### src/rtl/circle_collision_push_vector_core_macros.svh
// ----------------------------------------------------------------------------
// Circle collision push vector: assertion macros
// Shared property templates for the checks at the end of the top level.
// ----------------------------------------------------------------------------
`ifndef CIRCLE_COLLISION_PUSH_VECTOR_CORE_MACROS_SVH
`define CIRCLE_COLLISION_PUSH_VECTOR_CORE_MACROS_SVH

// same-cycle implication, disabled during reset
`define CCPV_ASSERT_IMPLY(label, clk, rst, ante, cons) \
   label: assert property (@(posedge clk) disable iff (rst) (ante) |-> (cons)) \
      else $error("ccpv: same-cycle check failed");

// next-cycle implication, disabled during reset
`define CCPV_ASSERT_NEXT(label, clk, rst, ante, cons) \
   label: assert property (@(posedge clk) disable iff (rst) (ante) |=> (cons)) \
      else $error("ccpv: next-cycle check failed");

`endif

### src/rtl/ccpv_pkg.sv
// ----------------------------------------------------------------------------
// Circle collision push vector: package
// Operation codes and the control group that travels down the pipeline.
// ----------------------------------------------------------------------------
package ccpv_pkg;

   typedef enum logic [1:0] {
      OP_CIRCLE_BOX    = 2'd0,
      OP_CIRCLE_CIRCLE = 2'd1,
      OP_BOX_CIRCLE    = 2'd2
   } op_type;

   typedef struct packed {
      logic valid;
      logic hit;
      logic neg;
   } ctl_type;

endpackage

### src/rtl/ccpv_div_cell.sv
// ----------------------------------------------------------------------------
// Circle collision push vector: divider cell
// One restoring division step for the x and y lanes against a shared
// divisor; the dividend shifts out at the top as quotient bits shift in.
// ----------------------------------------------------------------------------
module ccpv_div_cell #(
   parameter int DW     = 25,
   parameter int QW     = 25,
   parameter int SIDE_W = 2
) (
   input  logic                    clock,
   input  logic                    reset,
   input  logic                    advance,
   input  ccpv_pkg::ctl_type       ctl_in,
   input  logic [DW-1:0]           d_in,
   input  logic [1:0][DW-1:0]      rem_in,
   input  logic [1:0][QW-1:0]      mq_in,
   input  logic [SIDE_W-1:0]       side_in,
   output ccpv_pkg::ctl_type       ctl_out,
   output logic [DW-1:0]           d_out,
   output logic [1:0][DW-1:0]      rem_out,
   output logic [1:0][QW-1:0]      mq_out,
   output logic [SIDE_W-1:0]       side_out
);

   ccpv_pkg::ctl_type     ctl_ff;
   logic [DW-1:0]         d_ff;
   logic [1:0][DW-1:0]    rem_ff, rem_in_nx;
   logic [1:0][QW-1:0]    mq_ff, mq_in_nx;
   logic [SIDE_W-1:0]     side_ff;
   logic [1:0][DW:0]      pre;
   logic [1:0]            ge;

   always_comb begin
      for (int i = 0; i < 2; i++) begin
         pre[i] = {rem_in[i], mq_in[i][QW-1]};
         ge[i]  = (pre[i] >= {1'b0, d_in});
         if (ge[i]) begin
            rem_in_nx[i] = DW'(pre[i] - {1'b0, d_in});
         end else begin
            rem_in_nx[i] = DW'(pre[i]);
         end
         mq_in_nx[i] = {mq_in[i][QW-2:0], ge[i]};
      end
   end

   always_ff @(posedge clock) begin
      if (reset) begin
         ctl_ff <= '0;
      end else if (advance) begin
         ctl_ff <= ctl_in;
      end
   end

   always_ff @(posedge clock) begin
      if (advance) begin
         d_ff    <= d_in;
         rem_ff  <= rem_in_nx;
         mq_ff   <= mq_in_nx;
         side_ff <= side_in;
      end
   end

   assign ctl_out  = ctl_ff;
   assign d_out    = d_ff;
   assign rem_out  = rem_ff;
   assign mq_out   = mq_ff;
   assign side_out = side_ff;

endmodule

### config.mk
export PLATFORM = sky130hd
export DESIGN_NAME = ccpv_div_cell
export DESIGN_NICKNAME = d
export VERILOG_FILES = /design/src/rtl/circle_collision_push_vector_core_macros.svh /design/src/rtl/ccpv_pkg.sv /design/src/rtl/ccpv_div_cell.sv
export SDC_FILE = /design/constraint.sdc
export NUM_CORES = 1
export LEC_CHECK = 0
export BUFFER_PORTS_ARGS = -buffer_cell sky130_fd_sc_hd__buf_2
export CORE_AREA = 4 4 133 135
export DETAILED_ROUTE_END_ITERATION = 16
export DIE_AREA = 0 0 137 139
export PLACE_DENSITY = 0.69
export SYNTH_ARGS = -nofsm -noshare
export SYNTH_HDL_FRONTEND = slang
export SYNTH_SLANG_ARGS = --single-unit
export TNS_END_PERCENT = 20
### constraint.sdc
create_clock -name clock -period 4.2 [get_ports clock]
set_input_delay 0.63 -clock clock [delete_from_list [all_inputs] [get_ports clock]]
set_output_delay 0.63 -clock clock [all_outputs]
set_load 0.1 [all_outputs]
==> flow_summary.yaml <==
run_status:
  status: "finished clean"
critical_path:
  slowest_stage: "fa_1"
  r2r-start: "ctl_out[2]"
  cp_cell_sequence: "buf_2 -> inv_1 -> ha_1 -> inv_1 -> fa_1 -> a21o_1 -> a221oi_4 -> a21oi_2 -> a211oi_2 -> o21ai_2 -> a31o_1 -> a2111oi_4 -> buf_12 -> mux2_2"
  critPathRequiredTime_ns: 4.36
  critPathCaptureType: "flip-flop"
  ff2ff_setup_slack_ns: 3.59
  cp-start-kind: "primary input"
  path_buf_inv: 4
  arrival_ns: 3.78
  crit_path_max_fanout: 26
  r2r_end: "ctl_out[2]"
  critical_path_class: "primary input to flip-flop"
  slowest_delay_ns: 0.39
  crit_top_cell: "inv_1"
  rr_worst_depth: 2
  critical-path-top-delay-family: "compound AO/OA/AOI/OAI gates"
min_path:
  hold_end: "mq_out[22]"
  hp-class: "primary input to flip-flop"
  whs_path_depth: 1
  worstHoldStart: "mq_in[21]"
power_and_ir_drop:
  power.switching_mw: 2.06
  seqPwrFrac_pct: 33.3
  pwr-share-comb_pct: 38.0
  internal_power_mw: 2.85
  clkPwrFrac_pct: 28.7
  ir_drop_mv: 0.282
  totalPowerFinal_mw: 4.91
  power-per-cell-area_mw_per_mm2: 521
  switching_share_pct: 41.9
  leakage_nw: 4.21
timing:
  finalHoldViolations: 0
  rsz0062_at_grt: "no"
  finalCritPeriodShare_pct: 86.1
  tightest_slew_ns: 0.800
  worst_slack_ns: 0.583
  max_freq_mhz: 276
  period_needed_ns: 3.62
  relSlewSlack_pct: 46.7
  slew_violations: 0
  clock_skew_ns: 0
  whs_ns: 0.385
  timing.setup.tns_ns: 0
  setup_viol: 0
clocking:
  h-tree-depth: 4
  root_buffer: "clkbuf_16"
  cts_buffers: 17
  post-cts-setup-buffer-count: 0
  cts_sinks: 130
  postCtsHoldBufs: 0
  cts.clk_slew.worst_paths_ns: 0.06
  clk_latency_ns: 0.41
  clockBufferDepth: 2
  cts_resized: 0
  cts_tree: "done"
layout:
  instances_no_fill: 1095
  area_delta_synth_final_pct: 29.7
  final_nets: 1045
  final_layout_size_suffix_gt1_share_pct: 40.9
  fin_util_pct: 57.3
  final_cell_area_mm2: 0.00943
  fillers: 1426
synthesis:
  synth_mux_area_share_pct: 9.03
  syn_area_mm2: 0.00727
  ys.warnings.count: 0
  synth_area_leader_cell: "edfxtp_1"
  seq_area_frac_synth_pct: 53.3
  yosysMostFrequentCell: "edfxtp_1"
  synth-simple-area-share_pct: 7.42
  synthFlopType: "edfxtp_1"
  syn-num-nets: 771
  synth_xor_area_share_pct: 5.06
  yosys.area_share.adder_pct: 9.16
  synthArstFlopShare_pct: 0
  syn_inst: 586
  yosysUniqueCellTypes: 56
  synth_compound_area_share_pct: 12.9
  synth_edf_count: 127
  synth_top_family_by_area: "compound AO/OA/AOI/OAI gates"
  synth_top_area_share_pct: 52.5
  synth.area.top_cells: "edfxtp_1 52%, ha_1 8.6%, mux2_2 4.5%"
  avgSynthCellArea_um2: 12.4
  ys_ff_latch: 130
  synth_common_cells: "127 x edfxtp_1, 53 x a21oi_1, 50 x ha_1"
grt:
  grt_pass1_vias: 5688
  antenna_found_initial: 1
  grt_max_degree: 88
  overflow: 0
  grt_use_total_pct: 21.0
  grt_pass1_wl_um: 30800
routing:
  vias_per_cell: 5.17
  drtIter0Drc: 340
  via_count: 5662
  drt-total-wl_um: 20000
  drtAntennaViolNets: 0
  wl_per_cell_um: 18.2
  first_pass_iters: 5
  drc: 0
floorplanning:
  core_mm2: 0.0165
  die_h_um: 139
  dieArea_mm2: 0.0190
  die_width_um: 137
  io_pins: 263
  rows: 47
  start_util_pct: 44.2
placed_design:
  dp.cells: 1061
  dpl.hpwl_um: 15800
  place.gp.congestion: 0.834
  pre_cts_ws_ns: 0.171
  place_area_mm2: 0.00887
  io_buffers: 262
run:
  maxCapViolCount: 0
[per-layer routing]
metal | GRT usage (%) | share of wire, %
met1 | 25.4 | 40
met2 | 35.7 | 50
met3 | 5.44 | 8.3
met4 | 7.77 | 2.2
met5 | 0 | 0
[layout make-up]
cell class	count	area (um2)	area share, %
flip-flops and latches	130	3870	41.1
clock buffers	18	429	4.55
clock inverters	14	131	1.39
multi-input cells	399	3170	33.6
repair buffers	268	1390	14.7
inverters	44	165	1.75
diodes	2	5.00	0.0531
well taps	220	275	2.92
[cells in the final DEF, fill, tap and decap left out, drive strengths merged, types with 8 or more instances in the layout]
master,netlist,layout
buf,4,268
edfxtp,127,127
a21oi,54,54
ha,50,50
inv,44,48
mux2,47,47
nand2,31,31
xnor2,28,28
o21ai,28,28
nor2,26,26
a21o,19,19
clkbuf,9,18
xor2,14,14
nand4,13,13
nand2b,8,8
nand3,8,8
[registers in the layout (all words and copies together), names as in the netlist]
signal and count:
ctl_out 3, side_out 2, rem_out 50, d_out 25, mq_out 50
[worst reg2reg max path: stages, from the launching register on]
cell and delay [ns]:
dfxtp_1 0.31, mux2i_1 0.14, nor2_1 0.06
[power by group through the flow]
stage               Combinational [mW]  Sequential, mW  Clock [mW]
floorplan                        0.488            2.69           0
global placement                  1.86            1.66           0
detailed placement                1.87            1.66           0
CTS                               1.87            1.64        1.45
global route                      1.96            1.65        1.52
finish                            1.86            1.64        1.41
[worst max path at each step]
| stage | startpoint | end | slack (ns) | cells after the start |
|---|---|---|---|---|
| final | mq_in[24] | rem_out[1] | 0.58 | 14 |
| after detailed placement | mq_in[24] | rem_out[1] | 0.17 | 14 |
| after global placement | mq_in[24] | rem_out[4] | 0.24 | 14 |
| after CTS | mq_in[24] | rem_out[1] | 0.59 | 14 |
| after floorplan | mq_in[24] | rem_out[10] | 0.41 | 13 |
| after global routing | mq_in[24] | rem_out[1] | 0.46 | 14 |
[kinds of logic after synthesis]
group	after synthesis
AO/OA/AOI/OAI	142
flip-flops	130
AND/OR/NAND/NOR	110
buffers and inverters	57
multiplexers	53
adder cells (fa/ha/maj)	52
XOR/XNOR	42
Power figures use the tool's default switching activity.
