File: src/rtl/circle_collision_push_vector_core_macros.svh
// ----------------------------------------------------------------------------
// Circle collision push vector: assertion macros
// Shared property templates for the checks at the end of the top level.
// ----------------------------------------------------------------------------
`ifndef CIRCLE_COLLISION_PUSH_VECTOR_CORE_MACROS_SVH
`define CIRCLE_COLLISION_PUSH_VECTOR_CORE_MACROS_SVH

// same-cycle implication, disabled during reset
`define CCPV_ASSERT_IMPLY(label, clk, rst, ante, cons) \
   label: assert property (@(posedge clk) disable iff (rst) (ante) |-> (cons)) \
      else $error("ccpv: same-cycle check failed");

// next-cycle implication, disabled during reset
`define CCPV_ASSERT_NEXT(label, clk, rst, ante, cons) \
   label: assert property (@(posedge clk) disable iff (rst) (ante) |=> (cons)) \
      else $error("ccpv: next-cycle check failed");

`endif

File: src/rtl/ccpv_pkg.sv
// ----------------------------------------------------------------------------
// Circle collision push vector: package
// Operation codes and the control group that travels down the pipeline.
// ----------------------------------------------------------------------------
package ccpv_pkg;

   typedef enum logic [1:0] {
      OP_CIRCLE_BOX    = 2'd0,
      OP_CIRCLE_CIRCLE = 2'd1,
      OP_BOX_CIRCLE    = 2'd2
   } op_type;

   typedef struct packed {
      logic valid;
      logic hit;
      logic neg;
   } ctl_type;

endpackage

File: src/rtl/ccpv_sqrt_cell.sv
// ----------------------------------------------------------------------------
// Circle collision push vector: square root cell
// One restoring step of the integer square root; a row of these settles
// one root bit per cell while the side payload moves along with it.
// ----------------------------------------------------------------------------
module ccpv_sqrt_cell #(
   parameter int ROOT_W = 25,
   parameter int SIDE_W = 78
) (
   input  logic                  clock,
   input  logic                  reset,
   input  logic                  advance,
   input  ccpv_pkg::ctl_type     ctl_in,
   input  logic [2*ROOT_W-1:0]   s_in,
   input  logic [ROOT_W:0]       rem_in,
   input  logic [ROOT_W-1:0]     root_in,
   input  logic [SIDE_W-1:0]     side_in,
   output ccpv_pkg::ctl_type     ctl_out,
   output logic [2*ROOT_W-1:0]   s_out,
   output logic [ROOT_W:0]       rem_out,
   output logic [ROOT_W-1:0]     root_out,
   output logic [SIDE_W-1:0]     side_out
);

   localparam int SW = 2 * ROOT_W;

   ccpv_pkg::ctl_type     ctl_ff;
   logic [SW-1:0]         s_ff, s_in_nx;
   logic [ROOT_W:0]       rem_ff, rem_in_nx;
   logic [ROOT_W-1:0]     root_ff, root_in_nx;
   logic [SIDE_W-1:0]     side_ff;
   logic [ROOT_W+1:0]     pre, trial;

   always_comb begin
      // bring down the next two radicand bits and try root*4+1
      pre        = {rem_in[ROOT_W-1:0], s_in[SW-1 -: 2]};
      trial      = {root_in, 2'b01};
      s_in_nx    = {s_in[SW-3:0], 2'b00};
      if (pre >= trial) begin
         rem_in_nx  = (ROOT_W+1)'(pre - trial);
         root_in_nx = {root_in[ROOT_W-2:0], 1'b1};
      end else begin
         rem_in_nx  = (ROOT_W+1)'(pre);
         root_in_nx = {root_in[ROOT_W-2:0], 1'b0};
      end
   end

   always_ff @(posedge clock) begin
      if (reset) begin
         ctl_ff <= '0;
      end else if (advance) begin
         ctl_ff <= ctl_in;
      end
   end

   always_ff @(posedge clock) begin
      if (advance) begin
         s_ff    <= s_in_nx;
         rem_ff  <= rem_in_nx;
         root_ff <= root_in_nx;
         side_ff <= side_in;
      end
   end

   assign ctl_out  = ctl_ff;
   assign s_out    = s_ff;
   assign rem_out  = rem_ff;
   assign root_out = root_ff;
   assign side_out = side_ff;

endmodule

File: config.mk
export PLATFORM = sky130hd
export DESIGN_NAME = ccpv_sqrt_cell
export DESIGN_NICKNAME = d
export VERILOG_FILES = /design/src/rtl/circle_collision_push_vector_core_macros.svh /design/src/rtl/ccpv_pkg.sv /design/src/rtl/ccpv_sqrt_cell.sv
export SDC_FILE = /design/constraint.sdc
export NUM_CORES = 1
export LEC_CHECK = 0
export BUFFER_PORTS_ARGS = -buffer_cell sky130_fd_sc_hd__buf_2
export CORE_ASPECT_RATIO = 1.75
export CORE_MARGIN = 4
export CORE_UTILIZATION = 40
export DETAILED_ROUTE_END_ITERATION = 7
export PLACE_DENSITY = 0.82
export SLEW_MARGIN = 20
export SYNTH_ARGS = -nofsm -noshare
export SYNTH_HDL_FRONTEND = slang
export SYNTH_SLANG_ARGS = --single-unit
File: constraint.sdc
create_clock -name clock -period 4.5 [get_ports clock]
set_input_delay 0 -clock clock [delete_from_list [all_inputs] [get_ports clock]]
set_output_delay 0 -clock clock [all_outputs]
set_load 0.03 [all_outputs]
==> results by group <==
Outcome
  – Status: completed

STA
  – Final cycle utilization of the critical path: 68.47%
  – Clk_skew: 0 ns
  – Fin. Hold Viols: 0
  – TNS Setup: 0 ns
  – WHS: 0.2039 ns
  – FMAX: 324.5 MHz
  – Worst Tran Pin Value: 0.6912 ns
  – Crit path time final: 3.081 ns
  – Count of pins over their slew limit: 0
  – Final Setup Violations: 0
  – RSZ-0062 raised after global routing: no
  – Slew headroom: 53.92%

GRT
  – First-pass GRT wire length: 39880 um
  – Total gr overflow: 0
  – Aggregate global-route resource usage: 24.96%
  – Largest net degree at the start of global routing: 83
  – Vias in the first global route: 6781
  – Initial antenna violation count: 0

Synth
  – Cell variety after synth: 53
  – Seq/Total Area, Yosys: 71.39%
  – Synth Register Bits: 180
  – Post-synth top flop: edfxtp_1
  – Largest cells by area after synthesis: edfxtp_1 71%, ha_1 4.5%, mux2_4 3.2%
  – Top-area cell type share of the netlist area: 70.59%
  – Ys Warns: 0
  – Avg Inst Size Synth: 15.46 sq um
  – Ys async rst share: 0%
  – Mapped Area: 0.007530 sq mm
  – Post-synthesis cell count: 487
  – Number of synthesized flops with an enable pin: 177
  – Cell taking the most area after synthesis: edfxtp_1

Setup path
  – Crit path required time: 4.67 ns
  – Type of the worst setup path: in2reg
  – Crit. Startpoint: root_in[7]
  – Critical R2R Launch: ctl_out[0]$_SDFFE_PP0P_
  – Setup crit start kind: input pin
  – Max FO, Critical Path: 20
  – WP data arrival: 3.25 ns
  – Nature of the critical path endpoint: flop

Power and ir drop
  – Worst VDD drop: 298.8 uV
  – Internal power: 0.003209 W
  – Net Sw Power: 0.001419 W
  – Total leakage power: 5.248 nW
  – Clock network power share: 32.9%
  – Total power: 0.004628 W
  – Reg power frac: 44.5%
  – Power per Cell Area: 386.9 mW/mm^2
  – Comb power frac: 22.6%
  – Net Sw Frac: 30.66%

Place
  – Routability cong.: 0.8719
  – IO buf count: 363
  – Dpl hpwl: 18600 um
  – Placement Cell Area: 0.009552 sq mm

Route
  – Total Routed Length: 26940 um
  – Drt pass-1 iters: 5
  – Antenna viol nets, final: 0
  – DR vias/cell: 4.999
  – Drt first-iter violations: 545
  – WL per Instance: 20.94 um
  – Via Count: 6434
  – # DRC: 0

Clocking
  – CTS Root Cell: clkbuf_16
  – Resized Gates After CTS: 0
  – Insertion delay to the later sink of the worst-skew pair: 0.42 ns
  – Post-CTS Setup Bufs: 0
  – Max Buffers Root-to-Sink: 2
  – CTS Sinks: 180
  – CTS tree: done
  – Clock buffers created by TritonCTS: 17
  – # H-tree levels: 4
  – Reg clk slew, reported paths: 0.07 ns

Final layout
  – Layout cells sized above 1: 40.13%
  – Synthesis-to-layout area growth: 58.86%
  – Layout Nets: 1248
  – Ant diodes: 0
  – Util after Layout: 64.38%
  – Post-route cell area: 0.01196 sq mm

Run
  – Max Cap Viol: 0

Floorplan
  – Core area: 0.01858 sq mm
  – Die Span Y: 189.5 um
  – IO Pins: 367
  – Die W: 111.7 um
  – Initial Util: 40.53%
  – Die area: 0.02117 sq mm
  – Number of cell rows: 66

Min path
  – Worst min-delay path class: in2reg
  – Hold Path Origin: advance
## final timing paths
path              cells after the start                 endpoint  slack [ns]
setup reg to reg                      3  ctl_out[0]$_SDFFE_PP0P_        3.34
hold reg to reg                       2  ctl_out[2]$_SDFFE_PP0P_        0.51
setup / recovery                     11    rem_out[21]$_DFFE_PP_        1.42
hold / removal                        1    side_out[5]$_DFFE_PP_        0.20
## cell usage after synthesis (7+ instances only)
master	n
a21oi_1	28
buf_2	9
edfxtp_1	177
ha_1	27
inv_1	32
mux2_4	16
nand2_1	28
nand4_1	15
nor2_1	18
nor3_1	8
o21ai_0	19
xnor2_1	7
xor2_1	10
## worst max-delay path: stages
cell	delay (ns)
dlygate4sd3_1	0.56
buf_2	0.15
inv_1	0.05
ha_1	0.45
nand4_2	0.18
a21oi_1	0.19
a21oi_2	0.12
or4_1	0.66
and3_4	0.31
clkinv_4	0.22
mux2_4	0.34
## cells in the final DEF (no fill, tap or decap), drive strengths merged, types with 3 or more instances in the layout
cell type | netlist | final
dlygate4sd3 | 0 | 180
xor2 | 10 | 10
inv | 32 | 40
dfxtp | 3 | 3
o21ai | 20 | 20
nor2b | 6 | 6
nand3 | 4 | 4
mux2 | 16 | 16
nor4 | 3 | 3
mux2i | 6 | 6
buf | 14 | 364
clkinv | 1 | 7
nand2 | 28 | 28
a21oi | 30 | 30
nor3 | 8 | 8
ha | 27 | 27
o31a | 3 | 3
xnor2 | 7 | 7
and4 | 4 | 4
edfxtp | 177 | 177
o31ai | 6 | 6
a21boi | 4 | 4
nor2 | 18 | 18
nand4 | 16 | 16
o211ai | 7 | 7
o21a | 6 | 6
clkbuf | 2 | 18
a21o | 6 | 6
## per-stage QoR
stage	worst slack (ns)	std cells
6_report	1.419	1287
5_1_grt	1.340	1287
3_5_place_dp	1.576	1075
3_3_place_gp	1.592	1075
2_1_floorplan	2.059	488
4_1_cts	1.471	1287
## registers in the layout (all words and copies together), names as in the netlist
name	flops
ctl_out	3
rem_out	26
root_out	25
s_out	48
side_out	78
## layout make-up
class	instances	area [sq um]
well taps	238	297.8
clock buffers	17	425.4
inverters	33	128.9
repair buffers	545	3642
fillers	1313	6619
multi-input cells	259	1909
clock inverters	15	182.7
flip-flops and latches	180	5375
## power by group through the flow
stage	Sequential, W	Clock (W)	Combinational (W)
2_1_floorplan	0.00239	0	0.000269
3_3_place_gp	0.00208	0	0.000897
3_5_place_dp	0.00209	0	0.000907
4_1_cts	0.00205	0.00156	0.00104
5_1_grt	0.00207	0.00164	0.00110
6_report	0.00206	0.00152	0.00104
## kinds of logic after synthesis
logic type	share of synthesized area, %
adder cells (fa/ha/maj)	4.486
multiplexers	3.988
AO/OA/AOI/OAI	8.009
buffers and inverters	3.307
other	0.04980
XOR/XNOR	1.977
AND/OR/NAND/NOR	6.796
flip-flops	71.39
## metal layers
metal  track usage [%]  vias up  wire [um]
met4             9.555        0        883
met1             25.96     3073       9074
met3             9.562       58       2578
li1                  -     2955          -
met5                 0        -          0
met2             45.01      348      14410
## what timing repair did
item,in CTS,in global routing
hold endpoints to repair,179,0
endpoints found under the setup margin,0,0
hold buffers,180,0
(Power assumes the default switching activity.)
